## src/hdl/iqbr_pkg.sv

```systemverilog
// shared constants, types and helpers for the iq byte linear resampler
`default_nettype none

package iqbr_pkg;

    // sample and result widths
    localparam int BYTE_BITS      = 8;
    localparam int OUT_BITS       = 19;
    localparam int FRAC_BITS      = 11;
    localparam int POS_BITS       = 14;
    localparam int OIDX_BITS      = 12;
    localparam int ACC_BITS       = 25;
    localparam int SKIP_BITS      = 24;

    // configuration port
    localparam int CFG_INDEX_BITS = 2;
    localparam int CFG_DATA_BITS  = 24;

    // block geometry
    localparam logic [POS_BITS-1:0]  MIN_BLOCK_LEN   = 14'd2049;
    localparam logic [POS_BITS-1:0]  RESET_BLOCK_LEN = 14'd2500;
    localparam logic [SKIP_BITS-1:0] SKIP_STEP       = 24'd2048;
    localparam logic [OIDX_BITS-1:0] LAST_OUT_INDEX  = 12'd2047;

    // configuration register indexes
    typedef enum logic [CFG_INDEX_BITS-1:0] {
        CFG_BYPASS    = 2'd0,
        CFG_BLOCK_LEN = 2'd1,
        CFG_SKIP      = 2'd2
    } cfg_reg_t;

    // operands of one interpolation, handed from the state stage to the output stage
    typedef struct packed {
        logic [BYTE_BITS-1:0] prev_i;
        logic [BYTE_BITS-1:0] prev_q;
        logic [BYTE_BITS-1:0] cur_i;
        logic [BYTE_BITS-1:0] cur_q;
        logic [FRAC_BITS-1:0] frac;
        logic                 block_end;
    } interp_op_t;

    // offset binary byte to two's complement (byte minus 128)
    function automatic logic signed [BYTE_BITS-1:0] centered(
        input logic [BYTE_BITS-1:0] b
    );
        centered = $signed({~b[BYTE_BITS-1], b[BYTE_BITS-2:0]});
    endfunction

endpackage

`default_nettype wire

```

## src/hdl/iqbr_stream_if.sv

```systemverilog
// valid/ready stream interfaces for input samples and interpolated results
`default_nettype none

interface iqbr_sample_if;
    logic                               valid;
    logic                               ready;
    logic [iqbr_pkg::BYTE_BITS-1:0]     in_i_byte;
    logic [iqbr_pkg::BYTE_BITS-1:0]     in_q_byte;

    modport source (output valid, output in_i_byte, output in_q_byte, input ready);
    modport sink   (input valid, input in_i_byte, input in_q_byte, output ready);
endinterface

interface iqbr_result_if;
    logic                               valid;
    logic                               ready;
    logic signed [iqbr_pkg::OUT_BITS-1:0] out_i;
    logic signed [iqbr_pkg::OUT_BITS-1:0] out_q;
    logic                               block_end;

    modport source (output valid, output out_i, output out_q, output block_end, input ready);
    modport sink   (input valid, input out_i, input out_q, input block_end, output ready);
endinterface

`default_nettype wire

```

## src/hdl/iq_byte_linear_resampler_top.sv

```systemverilog
// Linear interpolation resampler for complex offset-binary byte samples.
// Channels: sample (sink) takes one i/q byte pair per transfer; result
// (source) gives interpolated i/q scaled by 2^11 plus a block end flag.
// In resample mode each block of input_block_len inputs maps onto 2048
// results; at most one result follows each input, none for the first input
// after a restart. In bypass mode every input gives one result, x*2048.
// An input transfer passes through the position/state stage register and
// then the interpolation multiplier stage register before result.valid.
// Throughput is one input per clock while sample.ready is high; the per-item
// state update (position compare and accumulator add) is combinational.
// A stalled receiver holds the result register; the state stage keeps
// taking inputs while its operand register is free, and sample.ready drops
// only once both stages hold a pending result.
// Reset clears all state but the payload registers, selects resample mode with a block length of 2500
// and zero skip; writes to mode or length restart the block alignment.
`default_nettype none

module iq_byte_linear_resampler_top
(
    input  wire logic                                 clk,
    input  wire logic                                 rst_n,
    input  wire logic                                 cfg_we,
    input  wire logic [iqbr_pkg::CFG_INDEX_BITS-1:0]  cfg_index,
    input  wire logic [iqbr_pkg::CFG_DATA_BITS-1:0]   cfg_data,
    iqbr_sample_if.sink                               sample,
    iqbr_result_if.source                             result
);

    // configuration
    logic                              bypass_reg, bypass_next;
    logic [iqbr_pkg::POS_BITS-1:0]     len_reg, len_next;

    // resampler state
    logic                              have_first_reg, have_first_next;
    logic [iqbr_pkg::POS_BITS-1:0]     pos_reg, pos_next;
    logic [iqbr_pkg::OIDX_BITS-1:0]    oidx_reg, oidx_next;
    logic [iqbr_pkg::ACC_BITS-1:0]     acc_reg, acc_next;
    logic [iqbr_pkg::BYTE_BITS-1:0]    prev_i_reg, prev_i_next;
    logic [iqbr_pkg::BYTE_BITS-1:0]    prev_q_reg, prev_q_next;
    logic [iqbr_pkg::SKIP_BITS-1:0]    skip_left_reg, skip_left_next;
    logic                              muted_reg, muted_next;

    // stage between state logic and interpolation
    logic                              s1_valid_reg, s1_valid_next;
    iqbr_pkg::interp_op_t              s1_op_reg, s1_op_next;
    logic                              op_ready;

    logic                              in_xfer;
    logic                              hit;
    logic [iqbr_pkg::POS_BITS-1:0]     pos_inc;
    logic                              block_done;
    logic [iqbr_pkg::SKIP_BITS-1:0]    skip_after;
    logic [iqbr_pkg::POS_BITS-1:0]     len_wr;

    assign sample.ready = !s1_valid_reg || op_ready;
    assign in_xfer      = sample.valid && sample.ready;

    // pending output is due when its left neighbor is the current position
    assign hit        = (acc_reg[iqbr_pkg::ACC_BITS-1:iqbr_pkg::FRAC_BITS] == pos_reg);
    assign pos_inc    = pos_reg + 1'b1;
    assign block_done = (pos_inc >= len_reg);
    assign len_wr     = (cfg_data[iqbr_pkg::POS_BITS-1:0] < iqbr_pkg::MIN_BLOCK_LEN)
                        ? iqbr_pkg::MIN_BLOCK_LEN : cfg_data[iqbr_pkg::POS_BITS-1:0];

    // skip counter after a block end, saturating at zero
    always_comb
    begin
        skip_after = skip_left_reg;
        if (muted_reg)
        begin
            skip_after = (skip_left_reg > iqbr_pkg::SKIP_STEP)
                         ? skip_left_reg - iqbr_pkg::SKIP_STEP : '0;
        end
    end

    // next state for configuration writes and input transfers
    always_comb
    begin
        bypass_next     = bypass_reg;
        len_next        = len_reg;
        have_first_next = have_first_reg;
        pos_next        = pos_reg;
        oidx_next       = oidx_reg;
        acc_next        = acc_reg;
        prev_i_next     = prev_i_reg;
        prev_q_next     = prev_q_reg;
        skip_left_next  = skip_left_reg;
        muted_next      = muted_reg;
        s1_valid_next   = s1_valid_reg && !op_ready;
        s1_op_next      = s1_op_reg;

        if (cfg_we)
        begin
            unique case (iqbr_pkg::cfg_reg_t'(cfg_index))
                iqbr_pkg::CFG_BYPASS,
                iqbr_pkg::CFG_BLOCK_LEN:
                begin
                    if (iqbr_pkg::cfg_reg_t'(cfg_index) == iqbr_pkg::CFG_BYPASS)
                    begin
                        bypass_next = cfg_data[0];
                    end
                    else
                    begin
                        len_next = len_wr;
                    end
                    have_first_next = 1'b0;
                    pos_next        = '0;
                    oidx_next       = '0;
                    acc_next        = '0;
                    prev_i_next     = '0;
                    prev_q_next     = '0;
                    muted_next      = 1'b0;
                end
                iqbr_pkg::CFG_SKIP:
                begin
                    skip_left_next = cfg_data[iqbr_pkg::SKIP_BITS-1:0];
                end
                default:
                begin
                end
            endcase
        end
        else if (in_xfer)
        begin
            if (bypass_reg)
            begin
                // straight through: interpolation with a zero fraction
                s1_valid_next        = 1'b1;
                s1_op_next.prev_i    = sample.in_i_byte;
                s1_op_next.prev_q    = sample.in_q_byte;
                s1_op_next.cur_i     = sample.in_i_byte;
                s1_op_next.cur_q     = sample.in_q_byte;
                s1_op_next.frac      = '0;
                s1_op_next.block_end = 1'b0;
            end
            else if (!have_first_reg)
            begin
                // first sample of a fresh alignment starts block zero
                have_first_next = 1'b1;
                pos_next        = '0;
                oidx_next       = '0;
                acc_next        = '0;
                prev_i_next     = sample.in_i_byte;
                prev_q_next     = sample.in_q_byte;
                muted_next      = (skip_left_reg != '0);
            end
            else
            begin
                if (hit)
                begin
                    s1_valid_next        = !muted_reg;
                    s1_op_next.prev_i    = prev_i_reg;
                    s1_op_next.prev_q    = prev_q_reg;
                    s1_op_next.cur_i     = sample.in_i_byte;
                    s1_op_next.cur_q     = sample.in_q_byte;
                    s1_op_next.frac      = acc_reg[iqbr_pkg::FRAC_BITS-1:0];
                    s1_op_next.block_end = (oidx_reg == iqbr_pkg::LAST_OUT_INDEX);
                    oidx_next            = oidx_reg + 1'b1;
                    acc_next             = acc_reg
                                           + {{(iqbr_pkg::ACC_BITS-iqbr_pkg::POS_BITS){1'b0}},
                                              len_reg};
                end
                prev_i_next = sample.in_i_byte;
                prev_q_next = sample.in_q_byte;
                pos_next    = pos_inc;
                // last input of the block becomes sample zero of the next one
                if (block_done)
                begin
                    skip_left_next = skip_after;
                    pos_next       = '0;
                    oidx_next      = '0;
                    acc_next       = '0;
                    muted_next     = (skip_after != '0);
                end
            end
        end
    end

    // control and state registers
    always_ff @(posedge clk or negedge rst_n)
    begin
        if (!rst_n)
        begin
            bypass_reg     <= 1'b0;
            len_reg        <= iqbr_pkg::RESET_BLOCK_LEN;
            have_first_reg <= 1'b0;
            pos_reg        <= '0;
            oidx_reg       <= '0;
            acc_reg        <= '0;
            prev_i_reg     <= '0;
            prev_q_reg     <= '0;
            skip_left_reg  <= '0;
            muted_reg      <= 1'b0;
            s1_valid_reg   <= 1'b0;
        end
        else
        begin
            bypass_reg     <= bypass_next;
            len_reg        <= len_next;
            have_first_reg <= have_first_next;
            pos_reg        <= pos_next;
            oidx_reg       <= oidx_next;
            acc_reg        <= acc_next;
            prev_i_reg     <= prev_i_next;
            prev_q_reg     <= prev_q_next;
            skip_left_reg  <= skip_left_next;
            muted_reg      <= muted_next;
            s1_valid_reg   <= s1_valid_next;
        end
    end

    // stage payload
    always_ff @(posedge clk)
    begin
        s1_op_reg <= s1_op_next;
    end

    // interpolation and result register
    iqbr_interp u_interp
    (
        .clk      (clk),
        .rst_n    (rst_n),
        .op_valid (s1_valid_reg),
        .op_ready (op_ready),
        .op       (s1_op_reg),
        .result   (result)
    );

`ifndef ASSERT_OFF
    // position within a block stays below the block length
    assert property (@(posedge clk) disable iff (!rst_n)
        pos_reg < len_reg)
        else $error("input position reached block length");

    // the pending output never lies behind the current input position
    assert property (@(posedge clk) disable iff (!rst_n)
        acc_reg[iqbr_pkg::ACC_BITS-1:iqbr_pkg::FRAC_BITS] >= pos_reg)
        else $error("pending output fell behind input position");

    // a stage operand is not lost while the output stage is full
    assert property (@(posedge clk) disable iff (!rst_n)
        s1_valid_reg && !op_ready |=> s1_valid_reg)
        else $error("stalled operand dropped");

    // the skip counter only grows through a configuration write
    assert property (@(posedge clk) disable iff (!rst_n)
        !cfg_we |=> skip_left_reg <= $past(skip_left_reg))
        else $error("skip counter grew without a write");
`endif

endmodule

`default_nettype wire

```

## src/hdl/iqbr_interp.sv

```systemverilog
// output stage: linear interpolation of i and q into the result register
`default_nettype none

module iqbr_interp
(
    input  wire logic                 clk,
    input  wire logic                 rst_n,
    input  wire logic                 op_valid,
    output logic                      op_ready,
    input  wire iqbr_pkg::interp_op_t op,
    iqbr_result_if.source             result
);

    localparam int DIFF_BITS = iqbr_pkg::BYTE_BITS + 1;
    localparam int PROD_BITS = DIFF_BITS + iqbr_pkg::FRAC_BITS + 1;

    logic signed [iqbr_pkg::BYTE_BITS-1:0]   sp_i, sp_q, sc_i, sc_q;
    logic signed [DIFF_BITS-1:0]             diff_i, diff_q;
    logic signed [iqbr_pkg::FRAC_BITS:0]     frac_s;
    logic signed [PROD_BITS-1:0]             sum_i, sum_q;

    logic                                    valid_reg;
    logic signed [iqbr_pkg::OUT_BITS-1:0]    out_i_reg, out_q_reg;
    logic                                    block_end_reg;

    // x_prev*(2048-f) + x_cur*f rewritten as x_prev*2048 + (x_cur-x_prev)*f
    always_comb
    begin
        sp_i   = iqbr_pkg::centered(op.prev_i);
        sp_q   = iqbr_pkg::centered(op.prev_q);
        sc_i   = iqbr_pkg::centered(op.cur_i);
        sc_q   = iqbr_pkg::centered(op.cur_q);
        diff_i = DIFF_BITS'(sc_i) - DIFF_BITS'(sp_i);
        diff_q = DIFF_BITS'(sc_q) - DIFF_BITS'(sp_q);
        frac_s = $signed({1'b0, op.frac});
        sum_i  = (PROD_BITS'(sp_i) <<< iqbr_pkg::FRAC_BITS)
                 + PROD_BITS'(diff_i) * PROD_BITS'(frac_s);
        sum_q  = (PROD_BITS'(sp_q) <<< iqbr_pkg::FRAC_BITS)
                 + PROD_BITS'(diff_q) * PROD_BITS'(frac_s);
    end

    // result register takes a new operand whenever it is empty or being drained
    assign op_ready = !valid_reg || result.ready;

    always_ff @(posedge clk or negedge rst_n)
    begin
        if (!rst_n)
        begin
            valid_reg <= 1'b0;
        end
        else if (op_valid && op_ready)
        begin
            valid_reg <= 1'b1;
        end
        else if (result.ready)
        begin
            valid_reg <= 1'b0;
        end
    end

    // result payload
    always_ff @(posedge clk)
    begin
        if (op_valid && op_ready)
        begin
            out_i_reg     <= sum_i[iqbr_pkg::OUT_BITS-1:0];
            out_q_reg     <= sum_q[iqbr_pkg::OUT_BITS-1:0];
            block_end_reg <= op.block_end;
        end
    end

    assign result.valid     = valid_reg;
    assign result.out_i     = out_i_reg;
    assign result.out_q     = out_q_reg;
    assign result.block_end = block_end_reg;

endmodule

`default_nettype wire
```

## src/flat_wrapper.sv

```systemverilog
// flat-port wrapper written by rule: the top's interface ports become plain ports
module iq_byte_linear_resampler_top_flat 
  (clk, rst_n, cfg_we, cfg_index, cfg_data, sample_valid, sample_in_i_byte, sample_in_q_byte, sample_ready, result_valid, result_out_i, result_out_q, result_block_end, result_ready);
  iqbr_sample_if sample_i ();
  iqbr_result_if result_i ();
  input  wire logic clk;
  input  wire logic rst_n;
  input  wire logic cfg_we;
  input  wire logic [iqbr_pkg::CFG_INDEX_BITS-1:0] cfg_index;
  input  wire logic [iqbr_pkg::CFG_DATA_BITS-1:0] cfg_data;
  input wire logic [$bits(sample_i.valid)-1:0] sample_valid;
  input wire logic [$bits(sample_i.in_i_byte)-1:0] sample_in_i_byte;
  input wire logic [$bits(sample_i.in_q_byte)-1:0] sample_in_q_byte;
  output wire logic [$bits(sample_i.ready)-1:0] sample_ready;
  output wire logic [$bits(result_i.valid)-1:0] result_valid;
  output wire logic [$bits(result_i.out_i)-1:0] result_out_i;
  output wire logic [$bits(result_i.out_q)-1:0] result_out_q;
  output wire logic [$bits(result_i.block_end)-1:0] result_block_end;
  input wire logic [$bits(result_i.ready)-1:0] result_ready;
  assign sample_i.valid = sample_valid;
  assign sample_i.in_i_byte = sample_in_i_byte;
  assign sample_i.in_q_byte = sample_in_q_byte;
  assign sample_ready = sample_i.ready;
  assign result_valid = result_i.valid;
  assign result_out_i = result_i.out_i;
  assign result_out_q = result_i.out_q;
  assign result_block_end = result_i.block_end;
  assign result_i.ready = result_ready;
  iq_byte_linear_resampler_top u_core (.clk(clk), .rst_n(rst_n), .cfg_we(cfg_we), .cfg_index(cfg_index), .cfg_data(cfg_data), .sample(sample_i), .result(result_i));
endmodule
```

## config.mk

```make
export PLATFORM = sky130hd
export DESIGN_NAME = iq_byte_linear_resampler_top_flat
export DESIGN_NICKNAME = d
export VERILOG_FILES = /design/src/hdl/iqbr_pkg.sv /design/src/hdl/iqbr_stream_if.sv /design/src/hdl/iq_byte_linear_resampler_top.sv /design/src/hdl/iqbr_interp.sv /design/src/flat_wrapper.sv
export SDC_FILE = /design/constraint.sdc
export NUM_CORES = 1
export LEC_CHECK = 0
export BUFFER_PORTS_ARGS = -buffer_cell sky130_fd_sc_hd__buf_2
export CAP_MARGIN = 10
export CELL_PAD_IN_SITES_DETAIL_PLACEMENT = 0
export CELL_PAD_IN_SITES_GLOBAL_PLACEMENT = 1
export CORE_UTILIZATION = 50
export DETAILED_ROUTE_END_ITERATION = 10
export GPL_ROUTABILITY_DRIVEN = 0
export GPL_TIMING_DRIVEN = 0
export PLACE_DENSITY_LB_ADDON = 0.1
export SYNTH_ARGS = -nofsm -noshare
export SYNTH_HDL_FRONTEND = slang
export SYNTH_SLANG_ARGS = --single-unit
```

## constraint.sdc

```tcl
create_clock -name clk -period 8.1 [get_ports clk]
set_clock_uncertainty 0.05 [all_clocks]
set_input_delay 0.405 -clock clk [delete_from_list [all_inputs] [get_ports clk]]
set_output_delay 0.405 -clock clk [all_outputs]
set_load 0.01 [all_outputs]
```

---- Word level (Yosys, flattened, before mapping) ----
Index checks and enable logic that the tools add are counted.
W data, S select, Z words.
cells by class
  add/subtract/negate cells ............... 8
  multipliers ............................. 2
  magnitude comparators ................... 3
  equality and inequality tests ........... 9
  mux-type cells .......................... 55
  bitwise operators ....................... 6
  reduce and logical (&&, ||, !) cells .... 26
operator list
  operator                  count
  $mux W24                  8
  $mux W25                  7
  $mux W44                  3
  $mux W14                  7
  $mux W12                  7
  $mux W8                   7
  $reduce_bool A24 Y1       2
  $add A19 B19 Y19          2
  $mul A9 B12 Y19           2
  $add A25 B14 Y25          1
  $gt A24 B12 Y1 const B    1
  $sub A24 B12 Y24 const B  1
  $sub A8 B8 Y9             2
  $mux W1                   16
  $add A14 B1 Y14 const B   1
  $eq A14 B14 Y1            1
  $ge A14 B14 Y1            1
  $lt A14 B12 Y1 const B    1
  $add A12 B1 Y12 const B   1
  $eq A12 B11 Y1 const B    1
  $reduce_and A4 Y1         3
  $reduce_bool A2 Y1        6
  $reduce_and A3 Y1         3
  $not A1 Y1                6
  12 further kinds          19
storage, ports and cells
  register bits ........................... 193
  bits of input ports ..................... 47
  output and inout bits ................... 41
  word-level logic and storage cells ...... 130

---- Logic depth before layout (Yosys ltp) ----
Gate-level depths: netlist of the first run.
  depth in word-level cells ............... 9
  depth in mapped cells ................... 26
  depth with buffers taken out ............ 25

---- Cells and area by module ----
Synthesis of the first run repeated with hierarchy kept, for this count alone.
unflattened totals
  cell total of the unflattened synthesis .. 1768
  area, all modules ....................... 17105.2 um^2
modules (own cells, without submodules)
  module                        instances  cells each  area an instance (um^2)  sequential area each (um^2)
  iqbr_interp                   1          962         8933.6                   1196.1
  iq_byte_linear_resampler_top  1          806         8171.6                   4055.1

---- Worst setup path after synthesis of the first run ----
No wires, ideal clock.
  path type ............................... register to register
  start ................................... register u_core.s1_op_reg[37] (netlist name)
  end ..................................... register u_core.u_interp.out_i_reg (netlist bit u_core.u_interp.result.out_i[17]), data pin
  library setup time ...................... 258 ps
  data arrival time ....................... 6257 ps
  data required time ...................... 7792 ps
  slack ................................... 1535 ps
  stages on the path, launching flop included .. 25
  buffers on the path ..................... 1
  period minus slack after synthesis ...... 6565 ps
  cell sequence ........................... edfxtp_1 > inv_1 > ha_1 > nor2b_1 > o21ai_0 > a21boi_0 > o21a_1 > o41ai_1 > buf_2 > mux2_2 > fa_1 > fa_1 > inv_1 > fa_1 > fa_1 > inv_1 > fa_1 > inv_1 > ha_1 > o21ai_0 > o21ai_0 > a21oi_1 > o221ai_1 > a21oi_1 > xnor2_1
between the ends
  word-level cells in the longest chain between the ends .. 3
RTL lines
  item                                 RTL line                             source
  start: declaration                   iq_byte_linear_resampler_top.sv:45   iqbr_pkg::interp_op_t s1_op_reg, s1_op_next;
  start signal: assignment             iq_byte_linear_resampler_top.sv:215  s1_op_reg <= s1_op_next;
  $sub A8 B8 Y9                        iqbr_interp.sv:33                    diff_i = DIFF_BITS'(sc_i) - DIFF_BITS'(sp_i);
  $mul A9 B12 Y19                      iqbr_interp.sv:37                    + PROD_BITS'(diff_i) * PROD_BITS'(frac_s);
  $add A19 B19 Y19 (*)                 iqbr_interp.sv:37
  named net u_core.u_interp.sum_i[17]  iqbr_interp.sv:20                    logic signed [PROD_BITS-1:0] sum_i, sum_q;
  end signal: assignment               iqbr_interp.sv:66                    out_i_reg <= sum_i[iqbr_pkg::OUT_BITS-1:0];
  end: declaration                     iqbr_interp.sv:23                    logic signed [iqbr_pkg::OUT_BITS-1:0] out_i_reg, out_q_reg;
Mark *: on every way through the listed nets, which the timed path passes. The rest lies on a longest branch.
A chain may end at the register's enable or synchronous reset.

---- Worst setup path after layout of the first run ----
  start ................................... register u_core.s1_op_reg[28] (netlist name)
  end ..................................... register u_core.u_interp.out_q_reg (netlist bit u_core.u_interp.result.out_q[17]), data pin
between the ends
  word-level cells in the longest chain between the ends .. 3
RTL lines
  item                                 RTL line           source
  $sub A8 B8 Y9                        iqbr_interp.sv:34  diff_q = DIFF_BITS'(sc_q) - DIFF_BITS'(sp_q);
  $mul A9 B12 Y19                      iqbr_interp.sv:39  + PROD_BITS'(diff_q) * PROD_BITS'(frac_s);
  $add A19 B19 Y19 (*)                 iqbr_interp.sv:39
  named net u_core.u_interp.sum_q[17]  iqbr_interp.sv:20
  end signal: assignment               iqbr_interp.sv:67  out_q_reg <= sum_q[iqbr_pkg::OUT_BITS-1:0];
  end: declaration                     iqbr_interp.sv:23
Marked as above.

==> results.md, run 1 <==
Synthesis:
- The number of flops mapped to enable cells by yosys is 83.
- The share of the Yosys chip area taken by registers is 30.78%.
- Summing the areas of all fa, ha and maj instances in the mapped netlist gives 26.77% of the synthesized area.
- By count the netlist is led by 231 x sky130_fd_sc_hd__inv_1, 145 x sky130_fd_sc_hd__fa_1, 144 x sky130_fd_sc_hd__nand2_1, 133 x sky130_fd_sc_hd__ha_1, 105 x sky130_fd_sc_hd__dfrtp_1.
- The primary flip-flop cell chosen by synthesis mapping is sky130_fd_sc_hd__dfrtp_1.
- In this run, distinct cell masters in the synthesized netlist total 70.
- The synthesized netlist devotes 17.30% of its cell area to simple gates.
- During synthesis, Yosys emitted a total of 0 warnings.
- Sorting the synthesized cells by area gives the leading types as sky130_fd_sc_hd__fa_1 17%, sky130_fd_sc_hd__dfrtp_1 15%, sky130_fd_sc_hd__edfxtp_1 15%.
- The most common cell in the synthesized netlist is sky130_fd_sc_hd__inv_1.
- Summing the areas of all compound-gate instances in the mapped netlist gives 11.26% of the synthesized area.
- Synthesis inferred 193 register bits.
- The multiplexer share of the synthesized area is 2.706%.
- The combined area of all synthesized cells is 17060 sq um.
- The portion of synthesized cell area occupied by the leading cell type is 17.02%.
- The largest family of logic cells by synthesized area is adder cells.
- The total nets after synthesis is 2092.
- After Yosys synthesis, XOR and XNOR cells account for 4.107% of the synthesized area.
- The average instance area after synthesis is 9.655 sq um.
- After synthesis, the share of flip-flops with an asynchronous set or reset is 56.99%.
- The cell type with the largest total area after synthesis is sky130_fd_sc_hd__fa_1.
- The cell count after synthesis is 1767.

STA:
- Timing would allow up to 133.4 MHz.
- Setup violations remaining at the end of the flow were counted as 0.
- The post-route clock period utilization is 92.57%.
- The clock period could shrink to 7.499 ns.
- Setup repair after global routing left no endpoint under its margin.
- The number of pins exceeding their max-slew limit in the final report is 0.
- For the pin with the worst max-slew slack, the measured transition is 0.8771 ns.
- In the final timing run, aggregate negative setup slack is 0 ns.
- Measured against its own limit, the worst slew margin works out to 40.01%.
- The count of final hold-check violations was 0.

Floorplan:
- The number of primary I/O pins is 88.
- The horizontal die dimension is 186.7 microns.
- The die boundary height is 186.7 microns.
- The die area is 34860 sq um.
- The number of rows created at floorplan is 67.
- For this configuration, the core starts out at a cell density of 50.88%.
- In this run the standard cell core region covers 33530 sq um.

Routing:
- After detailed routing, the number of vias per cell comes to 5.499.
- The routed layout has 12.87k vias.
- For this block, the initial DRC count from the detailed router was 531.
- For this run, design rule violations remaining after detail routing come to 0.
- The detail-routed net length per standard cell is 17.29 microns.
- After detailed routing, the total wire length is 40470 microns.
- The number of iterations in the first detailed-routing pass is 6.
- Once detail routing completed, the nets flagged for antenna violations numbered 0.

Placement:
- Once detailed placement completed, the half-perimeter wirelength came to 31380 microns.
- The count of buffers inserted at the top-level ports is 87.

Layout:
- The ratio of cells with drive above 1 in the final layout is 9.672%.
- The layout-stage area growth over the synthesis result is 9.959%.
- The repair_antennas step left the layout with diodes totalling 0.
- The number of nets in the finished design is 2204.
- The sequential cell area is 5251 sq um.
- The flip-flop count of the largest register, all copies and words added is 44.
- The area taken by multi-input logic gates is 10610 sq um.
- The count of fill cells added during filler insertion is 3109.

Clock tree:
- The number of hold buffers added after CTS was 1.
- After clock tree synthesis, the clock-pin slew on the worst setup and hold paths is 0.08 ns.
- The CTS buffer count is 17.
- TritonCTS built the clock tree.
- CTS built an H-tree with a depth of 4.
- Buffers added to address setup during post-CTS repair amount to 0.
- The maximum number of buffers from clock root to sink is 2.
- The clock sink total is 193.
- The post-cts repair resize count is 0.
- For the worst-skew pair, the clock arrives at the later sink with an insertion delay of 0.46 ns.
- The cell chosen for the clock root is sky130_fd_sc_hd__clkbuf_16.

Flow run:
- The total of max-cap violations is 0.

Worst setup path:
- The beginning of the worst register-to-register path is u_core.s1_op_reg[28].
- Of all nets on the critical path, the largest fanout is 10.
- STA classifies the critical path startpoint as a flip-flop.
- STA puts the critical path data required time at 8.25 ns.
- Data on the critical path arrives at its endpoint at 7.65 ns.
- The critical path class is reg -> reg.
- STA classifies the critical path endpoint as a flip-flop.
- The launching element of the worst setup path is u_core.s1_op_reg[28].

Global routing:
- Global routing used 24.23% of the available tracks.
- The number of antenna violations at the first check in global routing is 0.
- The number of global-route vias before repair is 12.87k.
- Entering global routing, the biggest net connects 57 pins.
- The total overflow left after global routing is 0.
- The first global-routing pass estimated 66850 microns of wire.

Worst hold path:
- The critical hold path startpoint is sample_in_i_byte[1].
- The min-delay analysis places its worst path in the category in -> reg.

Status:
- The run finished with clean final reports.
==> path summary, 6_finish.rpt <==
kind	end	cells after the start	slack, ns
max	u_core.u_interp.result.out_q[17]	24	0.60
min	u_core.s1_op_reg[21]	1	0.10
max reg2reg	u_core.u_interp.result.out_q[17]	24	0.60
min reg2reg	u_core.u_interp.result.block_end	0	0.37
max in group asynchronous	u_core.len_reg[6]	3	6.87
min in group asynchronous	u_core.pos_reg[6]	2	0.42
==> logic make-up after synthesis <==
logic type               after synthesis
buffers and inverters                317
adder cells (fa/ha/maj)              278
flip-flops                           193
XOR/XNOR                              80
multiplexers                          43
AND/OR/NAND/NOR                      561
AO/OA/AOI/OAI                        295
==> per-stage QoR <==
| step | std cells | setup slack, ns | utilization, % | hold slack (ns) | cell area [sq um] |
|---|---|---|---|---|---|
| 2_1_floorplan | 1767 | 1.535 | - | 0.05941 | 17060 |
| 3_3_place_gp | 2302 | 0.6961 | 53.85 | 0.3606 | 18060 |
| 3_5_place_dp | 2307 | 0.6687 | 54.12 | 0.3580 | 18150 |
| 5_1_grt | 2340 | 0.04269 | 55.94 | 0.09778 | 18760 |
| 6_report | 2340 | 0.6014 | 55.94 | 0.1028 | 18760 |
| 4_1_cts | 2340 | 0.6186 | 55.94 | 0.09198 | 18760 |
==> worst max-delay path, stage by stage, from the launching register on <==
cell,delay [ns]
sky130_fd_sc_hd__edfxtp_1,0.47
sky130_fd_sc_hd__ha_1,0.25
sky130_fd_sc_hd__fa_1,0.40
sky130_fd_sc_hd__nor2b_1,0.13
sky130_fd_sc_hd__o21ai_0,0.11
sky130_fd_sc_hd__a21oi_1,0.25
sky130_fd_sc_hd__nor2_1,0.09
sky130_fd_sc_hd__xnor2_1,0.34
sky130_fd_sc_hd__clkbuf_1,0.41
sky130_fd_sc_hd__nand2_1,0.13
sky130_fd_sc_hd__fa_1,0.48
sky130_fd_sc_hd__fa_1,0.54
sky130_fd_sc_hd__inv_1,0.05
sky130_fd_sc_hd__fa_1,0.50
sky130_fd_sc_hd__fa_1,0.55
sky130_fd_sc_hd__inv_1,0.05
sky130_fd_sc_hd__fa_1,0.54
sky130_fd_sc_hd__inv_1,0.05
sky130_fd_sc_hd__ha_1,0.33
sky130_fd_sc_hd__inv_1,0.08
sky130_fd_sc_hd__o21ai_0,0.12
sky130_fd_sc_hd__a2111oi_0,0.83
sky130_fd_sc_hd__nor4_1,0.15
sky130_fd_sc_hd__nor2_1,0.22
sky130_fd_sc_hd__xnor2_1,0.10
==> cells in the final DEF, fill, tap and decap left out, types with 11 or more instances in the layout <==
cell / n
sky130_fd_sc_hd__inv_1: 231
sky130_fd_sc_hd__fa_1: 145
sky130_fd_sc_hd__nand2_1: 144
sky130_fd_sc_hd__ha_1: 133
sky130_fd_sc_hd__dfrtp_1: 105
sky130_fd_sc_hd__buf_2: 94
sky130_fd_sc_hd__nor2_1: 87
sky130_fd_sc_hd__edfxtp_1: 83
sky130_fd_sc_hd__o21ai_0: 82
sky130_fd_sc_hd__clkbuf_1: 77
sky130_fd_sc_hd__nand2b_1: 67
sky130_fd_sc_hd__and2_1: 64
sky130_fd_sc_hd__a21oi_1: 62
sky130_fd_sc_hd__xnor2_1: 58
sky130_fd_sc_hd__nor2b_1: 35
sky130_fd_sc_hd__nor3_1: 32
sky130_fd_sc_hd__a22o_1: 32
sky130_fd_sc_hd__nand3_1: 28
sky130_fd_sc_hd__mux2_2: 25
sky130_fd_sc_hd__xor2_1: 22
sky130_fd_sc_hd__nor3b_1: 21
sky130_fd_sc_hd__clkbuf_16: 19
sky130_fd_sc_hd__mux2i_1: 18
sky130_fd_sc_hd__nor4_1: 17
sky130_fd_sc_hd__a21o_1: 13
sky130_fd_sc_hd__a31oi_1: 12
sky130_fd_sc_hd__or3_1: 11
sky130_fd_sc_hd__a211oi_1: 11
sky130_fd_sc_hd__o31ai_1: 11
==> area by class of cell <==
class | instances | share of cell area, %
Multi-Input combinational cell | 1257 | 56.55
Sequential cell | 193 | 27.99
Inverter | 231 | 4.622
Tap cell | 448 | 2.988
Timing Repair Buffer | 93 | 2.821
Clock buffer | 23 | 2.728
Buffer | 86 | 1.814
Clock inverter | 9 | 0.4869
==> metal layers <==
metal / routed length, microns / vias to the layer above / global-route usage, %
li1: - / 6171 / -
met1: 17630 / 6415 / 31.56
met2: 20810 / 235 / 42.35
met3: 1298 / 47 / 3.084
met4: 721 / 0 / 6.715
met5: 0 / - / 0
Power of run 1 is not shown: default switching activity piles up to over one toggle a cycle in this logic, so the estimate is an artifact.
==> run 2, diff against run 1 <==
--- a/config.mk
+++ b/config.mk
@@ -9,6 +9,7 @@
 export CAP_MARGIN = 10
 export CELL_PAD_IN_SITES_DETAIL_PLACEMENT = 0
 export CELL_PAD_IN_SITES_GLOBAL_PLACEMENT = 1
+export CORE_MARGIN = 2
 export CORE_UTILIZATION = 50
 export DETAILED_ROUTE_END_ITERATION = 10
 export GPL_ROUTABILITY_DRIVEN = 0
@@ -16,4 +17,5 @@
 export PLACE_DENSITY_LB_ADDON = 0.1
 export SYNTH_ARGS = -nofsm -noshare
 export SYNTH_HDL_FRONTEND = slang
+export SYNTH_HIERARCHICAL = 1
 export SYNTH_SLANG_ARGS = --single-unit
==> run 2 against run 1 <==
Non-clock buffer count fell by 5. Global-route usage down 1.0 points. Via count fell by 2.0%. Routed wire length shrank 2.8%. First-iteration DRC count grew 5.1%.
==> results.md, run 2 <==
Synthesis:
- Ranked by total cell area, the synthesized netlist is headed by sky130_fd_sc_hd__fa_1 17%, sky130_fd_sc_hd__dfrtp_1 15%, sky130_fd_sc_hd__edfxtp_1 15%.
- After synthesis, the most frequently instantiated cells are 238 x sky130_fd_sc_hd__inv_1, 183 x sky130_fd_sc_hd__nand2_1, 145 x sky130_fd_sc_hd__fa_1, 133 x sky130_fd_sc_hd__ha_1, 105 x sky130_fd_sc_hd__dfrtp_1.
- The cell count after synthesis is 1768 (+0.057%).
- The portion of synthesized cell area occupied by the leading cell type came to 16.97% (-0.045 points).
- The number of flops mapped to enable cells by yosys is 83 (unchanged).
- sky130_fd_sc_hd__fa_1 takes more of the synthesized area than any other cell.
- The number of distinct standard cells referenced by the synthesized netlist is 82 (+17%).
- The most instantiated library cell after synthesis is sky130_fd_sc_hd__inv_1.
- The share of synthesized area occupied by flip-flops and latches is 30.70% (-0.081 points).
- The flip-flop and latch count after synthesis is 193 (unchanged).
- The share of synthesized registers carrying an async set or reset came to 56.99% (unchanged).
- The combined area of all synthesized cells is 17110 sq um (+0.26%).
- The total nets after synthesis was 2093 (+0.048%).
- The primary flip-flop cell chosen by synthesis mapping is sky130_fd_sc_hd__dfrtp_1.
- The average instance area after synthesis came to 9.675 sq um (+0.21%).
- The yosys synthesis warning count was 6 (+6).

Worst setup path:
- For this design, the slowest cell found on the critical path is sky130_fd_sc_hd__fa_1.
- The data required time at the worst endpoint came to 8.25 ns (about the same).
- STA classifies the critical path endpoint as a flip-flop.
- The kind of start point of the critical path is a flip-flop.
- The setup slack of the most critical reg-to-reg path is 1.18 ns (+0.58 ns).
- The highest net fanout along the worst path came to 10 (unchanged).
- The launching element of the worst setup path is u_core/s1_op_reg[28].
- The maximum cell stage delay along the critical path came to 0.54 ns (-0.29 ns).
- The critical path class is reg -> reg.
- The critical path data arrival time is 7.07 ns (-0.58 ns).
- The endpoint of the most critical setup path is u_core/u_interp/result.out_q[18].
- In this run the critical register-to-register path is launched from u_core/s1_op_reg[28].
- In this run the critical register-to-register path is captured at u_core/u_interp/result.out_q[18].
- The most repeated library cell on the critical path is sky130_fd_sc_hd__fa_1.
- The signal on the critical path passes through ha_1 -> fa_1 -> nor2b_1 -> o31ai_1 -> nand2_1 -> a21oi_1 -> xnor2_1 -> clkbuf_1 -> and2_1 -> fa_1 -> fa_1 -> fa_1 -> fa_1 -> inv_1 -> fa_1 -> inv_1 -> ha_1 -> a21o_1 -> a21o_1 -> a31oi_1 -> a21o_1 -> a21oi_1 -> xnor2_1.
- The path depth of the worst reg2reg path came to 23 (-4.2%).

Flow run:
- The total of max-cap violations was 0 (unchanged).

Clock tree:
- The number of levels the H-tree was split into is 4 (unchanged).
- The CTS buffer count is 17 (unchanged).
- The number of hold buffers added after cts is 1 (unchanged).
- The maximum number of buffers from clock root to sink was 2 (unchanged).
- The clock sink total is 193 (unchanged).
- The insertion delay to the later sink of the worst-skew pair is 0.46 ns (about the same).
- The clock-pin slew reported for the worst setup and hold paths after clock tree synthesis is 0.08 ns (about the same).
- The buffer count from post-CTS setup fixing was 0 (unchanged).
- The post-cts repair resize count is 0 (unchanged).
- TritonCTS built the clock tree.
- The cell chosen for the clock root is sky130_fd_sc_hd__clkbuf_16.

Floorplan:
- The initial core utilization came to 50.88% (about the same).
- The die boundary height is 189.0 microns (+1.2%).
- The number of primary I/O pins is 88 (unchanged).
- The area of the placeable core came to 33620 sq um (+0.25%).
- The number of rows created at floorplan was 67 (unchanged).
- The die area is 35710 sq um (+2.4%).
- The horizontal die dimension is 189.0 microns (+1.2%).

Global routing:
- The number of global-route vias before repair came to 12.89k (+0.13%).
- The residual overflow from global routing is 0 (unchanged).
- The overall fraction of global-route tracks in use is 23.23% (-1.0 points).
- The number of antenna violations at the first check in global routing was 0 (unchanged).
- The first-pass GRT wire length is 65900 microns (-1.4%).
- The maximum number of pins on one net before global-route repair is 86 (+51%).

STA:
- The final-report setup violation count is 0 (unchanged).
- The highest clock rate is 144.6 MHz (+8.4%).
- The setup TNS is 0 ns (unchanged).
- The final critical delay including setup and external delays is 6.916 ns (-0.5827 ns).
- The post-route clock period utilization was 85.38% (-7.2 points).
- The relative slew slack was 50.80% (+11 points).
- The number of pins exceeding their max-slew limit in the final report came to 0 (unchanged).
- The measured slew at the worst slew-check pin is 0.7352 ns (-0.1419 ns).
- Setup repair after global routing left no endpoint under its margin.
- The count of final hold-check violations was 0 (unchanged).

Layout:
- The number of nets in the finished design came to 2207 (+0.14%).
- The flip-flop count of the largest register, all copies and words added is 44 (unchanged).
- Leaving out fill and tap cells, the most frequent cells in the layout are 238 x sky130_fd_sc_hd__inv_1, 183 x sky130_fd_sc_hd__nand2_1, 145 x sky130_fd_sc_hd__fa_1.
- The ratio of cells with drive above 1 in the final layout is 10.34% (+0.67 points).
- The number of inserted diodes is 0 (unchanged).
- The most common cell after layout, fill and taps aside is sky130_fd_sc_hd__inv_1.
- Compared with the post-synthesis result, the final layout area differs by 9.824%.

Routing:
- The post-detailed-route DRC marker count is 0 (unchanged).
- The count of antenna-violating nets left after detailed routing was 0 (unchanged).
- The detail-routed net length per standard cell came to 16.79 microns (-2.9%).
- The total via count in the routed design is 12.62k (-2.0%).
- The overall routed net length was 39350 microns (-2.8%).
- The number of iterations in the first detailed-routing pass came to 5 (-1).
- The number of vias per cell after detailed routing is 5.385 (-2.1%).
- The DRC marker count from the first detailed-route iteration came to 558 (+5.1%).

Worst hold path:
- The tightest min-delay check is of the in -> reg type.

Placement:
- The count of buffers inserted at the top-level ports came to 87 (unchanged).
- The placed wire-length estimate after detailed placement was 30780 microns (-1.9%).

Status:
- The flow ran to the end, and the final reports show no timing, DRC or antenna violations.
==> run 2: stage by stage <==
stage	area, sq um	hold WS [ns]	util, %	cells	worst slack, ns
3_3_place_gp	18100	0.3555	53.85	2303	-0.9670
4_1_cts	18790	0.08455	55.88	2343	1.138
3_5_place_dp	18200	0.2391	54.15	2310	1.161
5_1_grt	18790	0.1006	55.88	2343	0.8079
2_1_floorplan	17110	0.05941	-	1768	1.433
6_report	18790	0.1094	55.88	2343	1.184
==> run 2: metal layers <==
metal	up-vias	global-route usage (%)	wire, microns	share of wire [%]
met5	-	0	0	0
met2	203	42.27	20500	52
met3	43	2.224	1118	2.8
met4	0	6.611	708	1.8
li1	6113	-	-	-
met1	6258	29.33	17020	43
==> run 2: logic make-up after synthesis <==
logic type	count (synthesis)	share of synthesized area, %
multiplexers	41	2.582
buffers and inverters	317	7.220
AND/OR/NAND/NOR	562	17.14
AO/OA/AOI/OAI	287	11.01
XOR/XNOR	90	4.652
flip-flops	193	30.70
adder cells (fa/ha/maj)	278	26.70
==> run 2: worst min-delay path by stage <==
stage                                        to  depth (start not counted)                 from  slack (ns)
3_5_place_dp                 u_core/acc_reg[14]                          1                rst_n        0.24
4_1_cts                    u_core/s1_op_reg[13]                          1  sample_in_q_byte[1]        0.08
2_1_floorplan                 u_core/acc_reg[0]                          0                rst_n        0.06
6_report                   u_core/s1_op_reg[14]                          1  sample_in_q_byte[2]        0.11
5_1_grt                    u_core/s1_op_reg[22]                          1  sample_in_i_byte[2]        0.10
3_3_place_gp   u_core/u_interp/result.block_end                          0  u_core/s1_op_reg[0]        0.36
==> run 2: final cells by class <==
| type | instances | area [sq um] |
|---|---|---|
| Clock inverter | 13 | 118.9 |
| Inverter | 238 | 893.4 |
| Tap cell | 448 | 560.5 |
| Timing Repair Buffer | 95 | 540.5 |
| Multi-Input combinational cell | 1258 | 10630 |
| Buffer | 79 | 341.6 |
| Fill cell | 3129 | 14830 |
| Sequential cell | 193 | 5251 |
| Clock buffer | 19 | 452.9 |
==> run 2: worst max-delay path, delay by kind of cell (launching register included) <==
family | cells | cell delay, ns
adders and majority gates | 8 | 3.59
AOI/OAI and AO/OA | 7 | 1.20
buffers and inverters | 3 | 0.48
DFF | 1 | 0.47
and+or+nand+nor | 3 | 0.46
xor gates and xnor gates | 2 | 0.43
Power of run 2 is left out for the same reason.
==> run 3, diff against run 2 <==
--- a/config.mk
+++ b/config.mk
@@ -11,6 +11,7 @@
 export CELL_PAD_IN_SITES_GLOBAL_PLACEMENT = 1
 export CORE_MARGIN = 2
 export CORE_UTILIZATION = 50
+export CTS_BUF_LIST = sky130_fd_sc_hd__clkbuf_16
 export DETAILED_ROUTE_END_ITERATION = 10
 export GPL_ROUTABILITY_DRIVEN = 0
 export GPL_TIMING_DRIVEN = 0
==> run 3 against run 2 <==
Die area did not move. Critical path type unchanged. Utilization down 0.060 points. Critical path depth unchanged. Final area decreased by 0.11%. Via count about the same. Cell count unchanged. Clock-buffer cell count decreased by 2. Sequential cell count unchanged. Maximum frequency about the same. Critical endpoint is now u_core/u_interp/result.out_q[17]. First-iteration DRC count increased by 9.7%. Non-clock buffer count did not move. Routed wire length barely moved.
==> results.md, run 3 (synthesized netlist as in run 2, its figures left out) <==
STA:
- The setup TNS is 0 ns (unchanged).
- The relative slew slack is 50.80% (about the same).
- The measured slew at the worst slew-check pin is 0.7352 ns (+0.000001490 ns).
- The final-report setup violation count was 0 (unchanged).
- The post-route clock period utilization came to 85.46% (about the same).
- Setup repair after global routing left no endpoint under its margin.
- The final critical delay including setup and external delays came to 6.923 ns (+0.006630 ns).
- The final worst setup slack is 1.177 ns (-0.006630 ns).
- The count of final hold-check violations is 0 (unchanged).
- The number of pins exceeding their max-slew limit in the final report is 0 (unchanged).
- The highest clock rate is 144.5 MHz (about the same).

Routing:
- The detail-routed net length per standard cell is 16.78 microns (about the same).
- The number of vias per cell after detailed routing is 5.386 (about the same).
- The post-detailed-route DRC marker count is 0 (unchanged).
- The DRC marker count from the first detailed-route iteration is 612 (+9.7%).
- The number of iterations in the first detailed-routing pass was 6 (+1).
- The overall routed net length was 39320 microns (about the same).
- The total via count in the routed design is 12.62k (+0.024%).
- The count of antenna-violating nets left after detailed routing is 0 (unchanged).

Global routing:
- The residual overflow from global routing came to 0 (unchanged).
- The maximum number of pins on one net before global-route repair was 86 (unchanged).
- The first-pass GRT wire length came to 65920 microns (about the same).
- The overall fraction of global-route tracks in use is 23.24% (about the same).
- The number of global-route vias before repair came to 12.89k (+0.0078%).
- The number of antenna violations at the first check in global routing is 0 (unchanged).

Placement:
- The count of buffers inserted at the top-level ports is 87 (unchanged).
- The placed standard-cell area is 18200 sq um (unchanged).
- The setup slack at placement came to 1.161 ns (unchanged).
- The placed wire-length estimate after detailed placement is 30780 microns (unchanged).

Floorplan:
- The number of rows created at floorplan came to 67 (unchanged).
- The die area was 35710 sq um (unchanged).
- The initial core utilization is 50.88% (unchanged).
- The horizontal die dimension is 189.0 microns (unchanged).
- The number of primary I/O pins is 88 (unchanged).
- The die boundary height was 189.0 microns (unchanged).
- The area of the placeable core is 33620 sq um (unchanged).

Layout:
- The number of nets in the finished design is 2207 (unchanged).
- The flip-flop count of the largest register, all copies and words added is 44 (unchanged).
- The ratio of cells with drive above 1 in the final layout came to 10.24% (-0.11 points).
- Leaving out fill and tap cells, the most frequent cells in the layout are 238 x sky130_fd_sc_hd__inv_1, 183 x sky130_fd_sc_hd__nand2_1, 145 x sky130_fd_sc_hd__fa_1.
- The layout-stage area growth over the synthesis result is 9.707%.
- The design area is 18770 sq um (-0.11%).
- The number of inserted diodes is 0 (unchanged).
- The most common cell after layout, fill and taps aside is sky130_fd_sc_hd__inv_1.

Clock tree:
- The clock sink total was 193 (unchanged).
- The CTS buffer count was 17 (unchanged).
- The insertion delay to the later sink of the worst-skew pair is 0.46 ns (about the same).
- The cell chosen for the clock root is sky130_fd_sc_hd__clkbuf_16.
- The maximum number of buffers from clock root to sink was 2 (unchanged).
- The clock-pin slew reported for the worst setup and hold paths after clock tree synthesis is 0.08 ns (about the same).
- The buffer count from post-CTS setup fixing is 0 (unchanged).
- The number of levels the H-tree was split into is 4 (unchanged).
- TritonCTS built the clock tree.

Worst setup path:
- The endpoint kind of the worst setup timing path is a flip-flop.
- The critical path is of the reg -> reg type.
- The highest net fanout along the worst path came to 10 (unchanged).
- The critical path data arrival time was 7.07 ns (about the same).
- The kind of start point of the critical path is a flip-flop.
- The data required time at the worst endpoint was 8.25 ns (about the same).

Status:
- The flow ran to the end, and the final reports show no timing, DRC or antenna violations.

Worst hold path:
- The path class of the tightest hold or removal check is in -> reg.

Flow run:
- The total of max-cap violations was 0 (unchanged).
[run 3: layout make-up]
cell class / count / area, sq um
Timing Repair Buffer: 95 / 540.5
Tap cell: 448 / 560.5
Clock buffer: 17 / 425.4
Inverter: 238 / 893.4
Clock inverter: 15 / 126.4
Buffer: 79 / 341.6
Sequential cell: 193 / 5251
Fill cell: 3132 / 14850
Multi-Input combinational cell: 1258 / 10630
[run 3: worst max-delay path, cell delays in order, from the launching register on]
cell and delay, ns:
sky130_fd_sc_hd__edfxtp_1 0.47, sky130_fd_sc_hd__ha_1 0.26, sky130_fd_sc_hd__fa_1 0.46, sky130_fd_sc_hd__nor2b_1 0.17, sky130_fd_sc_hd__o31ai_1 0.13, sky130_fd_sc_hd__nand2_1 0.09, sky130_fd_sc_hd__a21oi_1 0.08, sky130_fd_sc_hd__xnor2_1 0.30
sky130_fd_sc_hd__clkbuf_1 0.39, sky130_fd_sc_hd__nand2_1 0.13, sky130_fd_sc_hd__fa_1 0.48, sky130_fd_sc_hd__fa_1 0.56, sky130_fd_sc_hd__inv_1 0.07, sky130_fd_sc_hd__fa_1 0.53, sky130_fd_sc_hd__inv_1 0.05, sky130_fd_sc_hd__fa_1 0.49
sky130_fd_sc_hd__fa_1 0.51, sky130_fd_sc_hd__inv_1 0.04, sky130_fd_sc_hd__ha_1 0.32, sky130_fd_sc_hd__a21o_1 0.23, sky130_fd_sc_hd__a2111oi_4 0.43, sky130_fd_sc_hd__o31ai_1 0.15, sky130_fd_sc_hd__a21oi_1 0.19, sky130_fd_sc_hd__xnor2_1 0.09
[run 3: layer usage]
metal,share of wire (%),track usage [%],up-vias
met1,43,29.43,6263
met2,52,42.17,202
li1,-,-,6112
met3,2.9,2.224,43
met4,1.8,6.701,0
met5,0,0,-
[run 3: path summary, 6_finish.rpt]
kind,from,end,slack [ns],depth (start not counted)
worst max-delay path,u_core/s1_op_reg[28],u_core/u_interp/result.out_q[17],1.18,23
worst min-delay path,sample_in_q_byte[2],u_core/s1_op_reg[14],0.11,1
worst max register to register,u_core/s1_op_reg[28],u_core/u_interp/result.out_q[17],1.18,23
worst min register to register,u_core/s1_op_reg[0],u_core/u_interp/result.block_end,0.37,0
max in group asynchronous,rst_n,u_core/len_reg[2],6.91,3
min in group asynchronous,rst_n,u_core/acc_reg[14],0.32,2
[run 3: through the flow]
step | std cells | hold slack (ns) | utilization (%)
floorplan | 1768 | 0.05941 | -
global placement | 2303 | 0.3555 | 53.85
detailed placement | 2310 | 0.2391 | 54.15
CTS | 2343 | 0.08305 | 55.82
global route | 2343 | 0.09931 | 55.82
finish | 2343 | 0.1081 | 55.82
[run 3: repair_timing]
item,CTS,global route
gates resized for setup,0,0
hold buffers,1,0
hold endpoints to repair,25,0
Power of run 3 is left out for the same reason.
